<file path="config.mk">
export PLATFORM = sky130hd
export DESIGN_NAME = kspf_ctrl
export DESIGN_NICKNAME = d
export VERILOG_FILES = /design/src/design/kspf_pkg.sv /design/src/design/kspf_ctrl.sv
export SDC_FILE = /design/constraint.sdc
export NUM_CORES = 1
export LEC_CHECK = 0
export BUFFER_PORTS_ARGS = -buffer_cell sky130_fd_sc_hd__buf_2
export CORE_AREA = 3 3 40 42
export DETAILED_ROUTE_END_ITERATION = 16
export DIE_AREA = 0 0 43 45
export PLACE_DENSITY = 0.42
export SLEW_MARGIN = 40
export SYNTH_ARGS = -nofsm -noshare
export SYNTH_HDL_FRONTEND = slang
export SYNTH_SLANG_ARGS = --single-unit
</file>
<file path="constraint.sdc">
create_clock -name clk -period 1.4 [get_ports clk]
set_input_delay 0.35 -clock clk [delete_from_list [all_inputs] [get_ports clk]]
set_output_delay 0.35 -clock clk [all_outputs]
set_load 0.05 [all_outputs]
</file>
<file path="src/design/kspf_pkg.sv">
// ============================================================================
// kspf_pkg
// Shared types and codes for the k-mer SNP proximity filter: word formats,
// state encoding, and the command and status groups between control and data.
// ============================================================================
package kspf_pkg;

  localparam int MAP_ADDR_W = 20;
  localparam int MAP_LEN_W  = 21;
  localparam int CFG_IDX_W  = 2;
  localparam int CFG_DATA_W = 32;
  localparam int MAP_WORD_W = 64;

  // Register indexes of the configuration port.
  localparam logic [CFG_IDX_W-1:0] REG_MAP_LENGTH    = 2'd0;
  localparam logic [CFG_IDX_W-1:0] REG_AMBIG_POS     = 2'd1;
  localparam logic [CFG_IDX_W-1:0] REG_AMBIG_FLAG    = 2'd2;

  // Operation codes of an input word.
  localparam logic OP_LOAD   = 1'b0;
  localparam logic OP_FILTER = 1'b1;

  typedef struct packed {
    logic                  operation;
    logic [MAP_ADDR_W-1:0] map_address;
    logic                  map_mark;
    logic [63:0]           kmer_code;
    logic [31:0]           ref_position;
    logic [7:0]            ambiguity_flag;
  } in_word_t;

  typedef struct packed {
    logic [63:0] kept_kmer;
    logic [31:0] kept_position;
    logic [7:0]  kept_flag;
    logic [31:0] kept_total;
  } out_word_t;

  typedef enum logic [2:0] {
    ST_IDLE,
    ST_LOAD_READ,
    ST_LOAD_WRITE,
    ST_SETUP,
    ST_SCAN,
    ST_SCAN_END,
    ST_EMIT
  } kspf_state_t;

  typedef struct packed {
    logic capture;     // take the input word into the item register
    logic load_read;   // read the bitmap word of the load address
    logic load_write;  // write back the updated bitmap word
    logic setup;       // compute window bounds and code matches
    logic scan_issue;  // read the next bitmap word of the window
    logic emit;        // load the output register and bump the count
  } kspf_cmd_t;

  typedef struct packed {
    logic load_in_range; // load address lies inside the map
    logic code_hit;      // position or flag matches an ambiguity code
    logic in_map;        // position lies below the effective map length
    logic last_word;     // the word being issued is the last of the window
    logic hit_now;       // a set bit was found in the window so far
    logic out_free;      // the output register can take a word this cycle
  } kspf_status_t;

endpackage

</file>
<file path="src/design/kspf_ctrl.sv">
// ============================================================================
// kspf_ctrl
// Sequencer of the filter: steps one word through load or window scan.
// ============================================================================
module kspf_ctrl
  import kspf_pkg::*;
(
  input  logic         clk,
  input  logic         rst_n,
  input  logic         in_valid,
  input  logic         in_operation,
  input  kspf_status_t status,
  output logic         in_stall,
  output kspf_cmd_t    cmd
);

  kspf_state_t state_r, state_nxt;

  always_ff @(posedge clk) begin
    if (!rst_n) begin
      state_r <= ST_IDLE;
    end else begin
      state_r <= state_nxt;
    end
  end

  always_comb begin
    state_nxt = state_r;
    unique case (state_r)
      ST_IDLE: begin
        if (in_valid) begin
          state_nxt = (in_operation == OP_LOAD) ? ST_LOAD_READ : ST_SETUP;
        end
      end
      ST_LOAD_READ:  state_nxt = ST_LOAD_WRITE;
      ST_LOAD_WRITE: state_nxt = ST_IDLE;
      ST_SETUP: begin
        priority if (status.code_hit) begin
          state_nxt = ST_EMIT;
        end else if (status.in_map) begin
          state_nxt = ST_SCAN;
        end else begin
          state_nxt = ST_IDLE;
        end
      end
      ST_SCAN: begin
        if (status.last_word) begin
          state_nxt = ST_SCAN_END;
        end
      end
      ST_SCAN_END: state_nxt = status.hit_now ? ST_EMIT : ST_IDLE;
      ST_EMIT: begin
        if (status.out_free) begin
          state_nxt = ST_IDLE;
        end
      end
      default: state_nxt = ST_IDLE;
    endcase
  end

  always_comb begin
    cmd      = '0;
    in_stall = 1'b1;
    unique case (state_r)
      ST_IDLE: begin
        in_stall    = 1'b0;
        cmd.capture = in_valid;
      end
      ST_LOAD_READ:  cmd.load_read  = 1'b1;
      ST_LOAD_WRITE: cmd.load_write = status.load_in_range;
      ST_SETUP:      cmd.setup      = 1'b1;
      ST_SCAN:       cmd.scan_issue = 1'b1;
      ST_SCAN_END:   cmd            = '0;
      ST_EMIT:       cmd.emit       = status.out_free;
      default:       cmd            = '0;
    endcase
  end

endmodule

</file>
== After elaboration in Yosys (flattened, before gate mapping) ==
Index checks and enable logic that the tools add are counted.

* Bits in registers: 3
* Logic and storage cells: 27

* Equal/unequal tests: 9
* Multiplexer cells: 15
* Reduce and logical (&&, ||, !) cells: 2

{| class="wikitable"
|+ Operators with widths
! kind !! count
|-
| 3-bit two-way mux || 6
|-
| 3-bit case mux with 6 select lines || 1
|-
| 3-bit equality test (second input constant) || 3
|-
| 1-bit two-way mux || 7
|-
| 3-bit by 2-bit equality test with 1-bit output (second input constant) || 2
|-
| 2-bit != test (second input constant) || 3
|-
| 3-bit by 1-bit equality test with 1-bit output (second input constant) || 1
|-
| 3-bit zero test || 1
|-
| 3-bit AND reduction || 1
|-
| 2-bit two-way mux || 1
|}

== Longest topological paths before layout ==
* Depth in word-level cells: 3
* Gate-level depth with buffers: 4
* Gate-level depth less buffers: 3

== Least setup slack after synthesis ==
No wires, ideal clock.

* Path type: flip-flop to output port
* From: reg state_r[0]
* To: out cmd[4] (netlist bit)
* Arrival: 1.686 ns
* Slack: -0.636 ns
* Cell stages (with the launch flop): 3
* Path buffers: 1
* Path through: dfxtp_1 -> buf_2 -> nor3b_1

{| class="wikitable"
|+ RTL lines
! item !! line !! RTL
|-
| start, declared || kspf_ctrl.sv:17 || <nowiki>kspf_state_t state_r, state_nxt;</nowiki>
|-
| start signal, assigned || kspf_ctrl.sv:23 || <nowiki>state_r <= state_nxt;</nowiki>
|-
| end, declared || kspf_ctrl.sv:14 || <nowiki>output kspf_cmd_t cmd</nowiki>
|}

==> out/metrics.csv <==
metric;value;unit
final_nets;72;
dp_slack;0.0000466;ns
first_global_vias;324;
grt_usage;0.0923;
setup_viol;4;
cts_tree;done;
seqPwrFrac;0.165;
clock.fmax;708;MHz
drive_above_1_share;0.721;
drv_slew;0;
coreArea;0.00128;mm^2
syn-cell-area;263;um^2
path_class;flip-flop to output pin;
cp_data_arrival_time;1.06;ns
drtIter0Drc;3;
cts.sinks;3;
postRouteAntennaNets;0;
fp.dieArea;0.00194;mm^2
design_area;572;um^2
layout_common_cells;11 x buf_4, 10 x buf_2, 6 x buf_6, 4 x nand2_1;
place_congestion;0.718;
yosysTopAreaCell;dfxtp_1;
power.density;2780;mW/mm^2
power_leakage;0.274;nW
syn-num-nets;40;
slew_headroom;0.834;
io_pins;17;
timing.final.crit_share;1.01;
wl_per_cell;11.4;um
final_common_cell;buf_4;
root_buffer;clkbuf_4;
p_sw;0.737;mW
synthTopCellsByArea;dfxtp_1 23%, o31ai_4 8.1%, o311a_1 7.6%, nand2_1 5.7%, nor3b_1 5.7%;
ys_warn_count;0;
yosysSeqAreaShare;0.229;
cts_hold_buf;0;
top_regs;state_r: 3 flops;
syn_inst;30;
fin_cells;76;
drc;0;
yosys.area.top_type_share;0.229;
numCtsBuffers;3;
die_height;45;um
hold_viol;0;
die_w;43;um
area_delta_synth_final;118;%
grt_max_degree;9;
fin_crit;1.41;ns
num_antenna_cells;0;
startpoint_type;flip-flop;
dpl.cell_count;67;
crit_slowest_cell;dfxtp_4;
r2r_slack;0.03;ns
rsz0062_at_grt;yes;
vdd.ir_drop.worst;1350;uV
drv_cap;0;
dr.pass1.iters;4;
synth-seq-cells;3;
syn_avg_cell_area;8.76;um^2
setup_ws;-0.0121;ns
critPathCaptureType;output pin;
via_per_inst;4.58;
cts_max_path_buffers;2;
p_comb_frac;0.740;
gr-total-overflow;0;
cp_num_buf_inv;1;
tightest_slew;0.251;ns
path_delay_family;flip-flops;
power.share.clock;0.095;
vias;348;
max_stage_delay;0.37;ns
gr-max-usage-layer;met2;
violations;negative setup slack;
required;1.05;ns
drt-total-wl;865;um
status;finished with violations;
path_cells;and4bb_2 -> buf_8;
max_flop_register;state_r;
placed_cell_area;434;um^2
met2_usage;0.165;
hpwl;613;um
min_path_type;input pin to flip-flop;
met1_usage;0.0863;
rows;13;
power;1.59;mW
grt_pass1_wl;1.29;mm
use_met3;0.0438;
hold_ws;0.350;ns
numPortBuffers;16;
cts_htree_levels;1;
initial_core_util;0.204;
clk_pin_slew;0.04;ns
clk-insertion-delay-late;0.23;ns
fin_skew;0.00596;ns
p_int;0.853;mW
largest_reg_flops;3;
yosysUniqueCellTypes;21;
swShare;0.463;
antenna_found_initial;0;
path_max_fanout;8;
-- synthesized netlist by cell type --
master    count
mux2_1        1
and4bb_2      1
o31ai_4       1
and4b_1       1
dfxtp_1       3
nand2_1       4
o21a_1        1
nor3b_1       2
o21bai_1      1
and3b_2       1
a211oi_1      1
nor3_1        1
buf_2         1
buf_4         1
nor2_1        2
or4_4         1
a21oi_1       1
o311a_1       2
inv_1         2
mux2i_1       1
and3_1        1
-- routing by layer --
metal  wire length [um]  part of all wire  vias to the layer above
met5                  0                 0                        -
met4                  0                 0                        0
met3                 51             0.059                        0
met2                473              0.55                        8
met1                340              0.39                      166
li1                   -                 -                      174
-- worst paths after layout --
| check | start | end | depth (start not counted) |
|---|---|---|---|
| setup reg to reg | state_r[0] | state_r[2] | 4 |
| hold / removal | rst_n | state_r[0] | 3 |
| hold reg to reg | state_r[2] | state_r[1] | 2 |
| setup / recovery | state_r[2] | cmd[3] | 2 |
-- area by class of cell --
class,instances,area (um^2)
fillers,131,713
repair buffers,29,230
multi-input cells,23,218
flip-flops and latches,3,71.3
clock buffers,4,26.3
well taps,15,18.8
inverters,2,7.51
-- power by group through the flow --
stage | combinational (mW) | sequential, mW | clock (mW)
global placement | 0.906 | 0.237 | 0
detailed placement | 0.908 | 0.237 | 0
global route | 1.24 | 0.270 | 0.169
finish | 1.18 | 0.262 | 0.151
floorplan | 0.693 | 0.169 | 0
CTS | 1.09 | 0.265 | 0.162
-- stage by stage --
step | setup TNS, ns | util
4_1_cts | -0.127 | 0.422
2_1_floorplan | 0 | -
3_3_place_gp | 0 | 0.338
3_5_place_dp | 0 | 0.338
6_report | -0.0334 | 0.445
5_1_grt | -0.235 | 0.445
-- cell families after synthesis --
| logic type | after synthesis | share of synthesized area |
|---|---|---|
| buffers and inverters | 4 | 0.0762 |
| muxes | 2 | 0.0810 |
| and+or+nand+nor | 14 | 0.352 |
| AOI/OAI and AO/OA | 7 | 0.262 |
| DFF | 3 | 0.229 |
-- worst min-delay path: stages --
cell and delay, ns:
buf_2 0.11, nand2_1 0.05, nor2_1 0.03
-- timing repair --
action,CTS,global route
endpoints found under the setup margin,7,7
pin swaps,2,6
gates resized for setup,21,4
setup buffers,3,2
No activity file was read; power rests on OpenSTA's default activity.
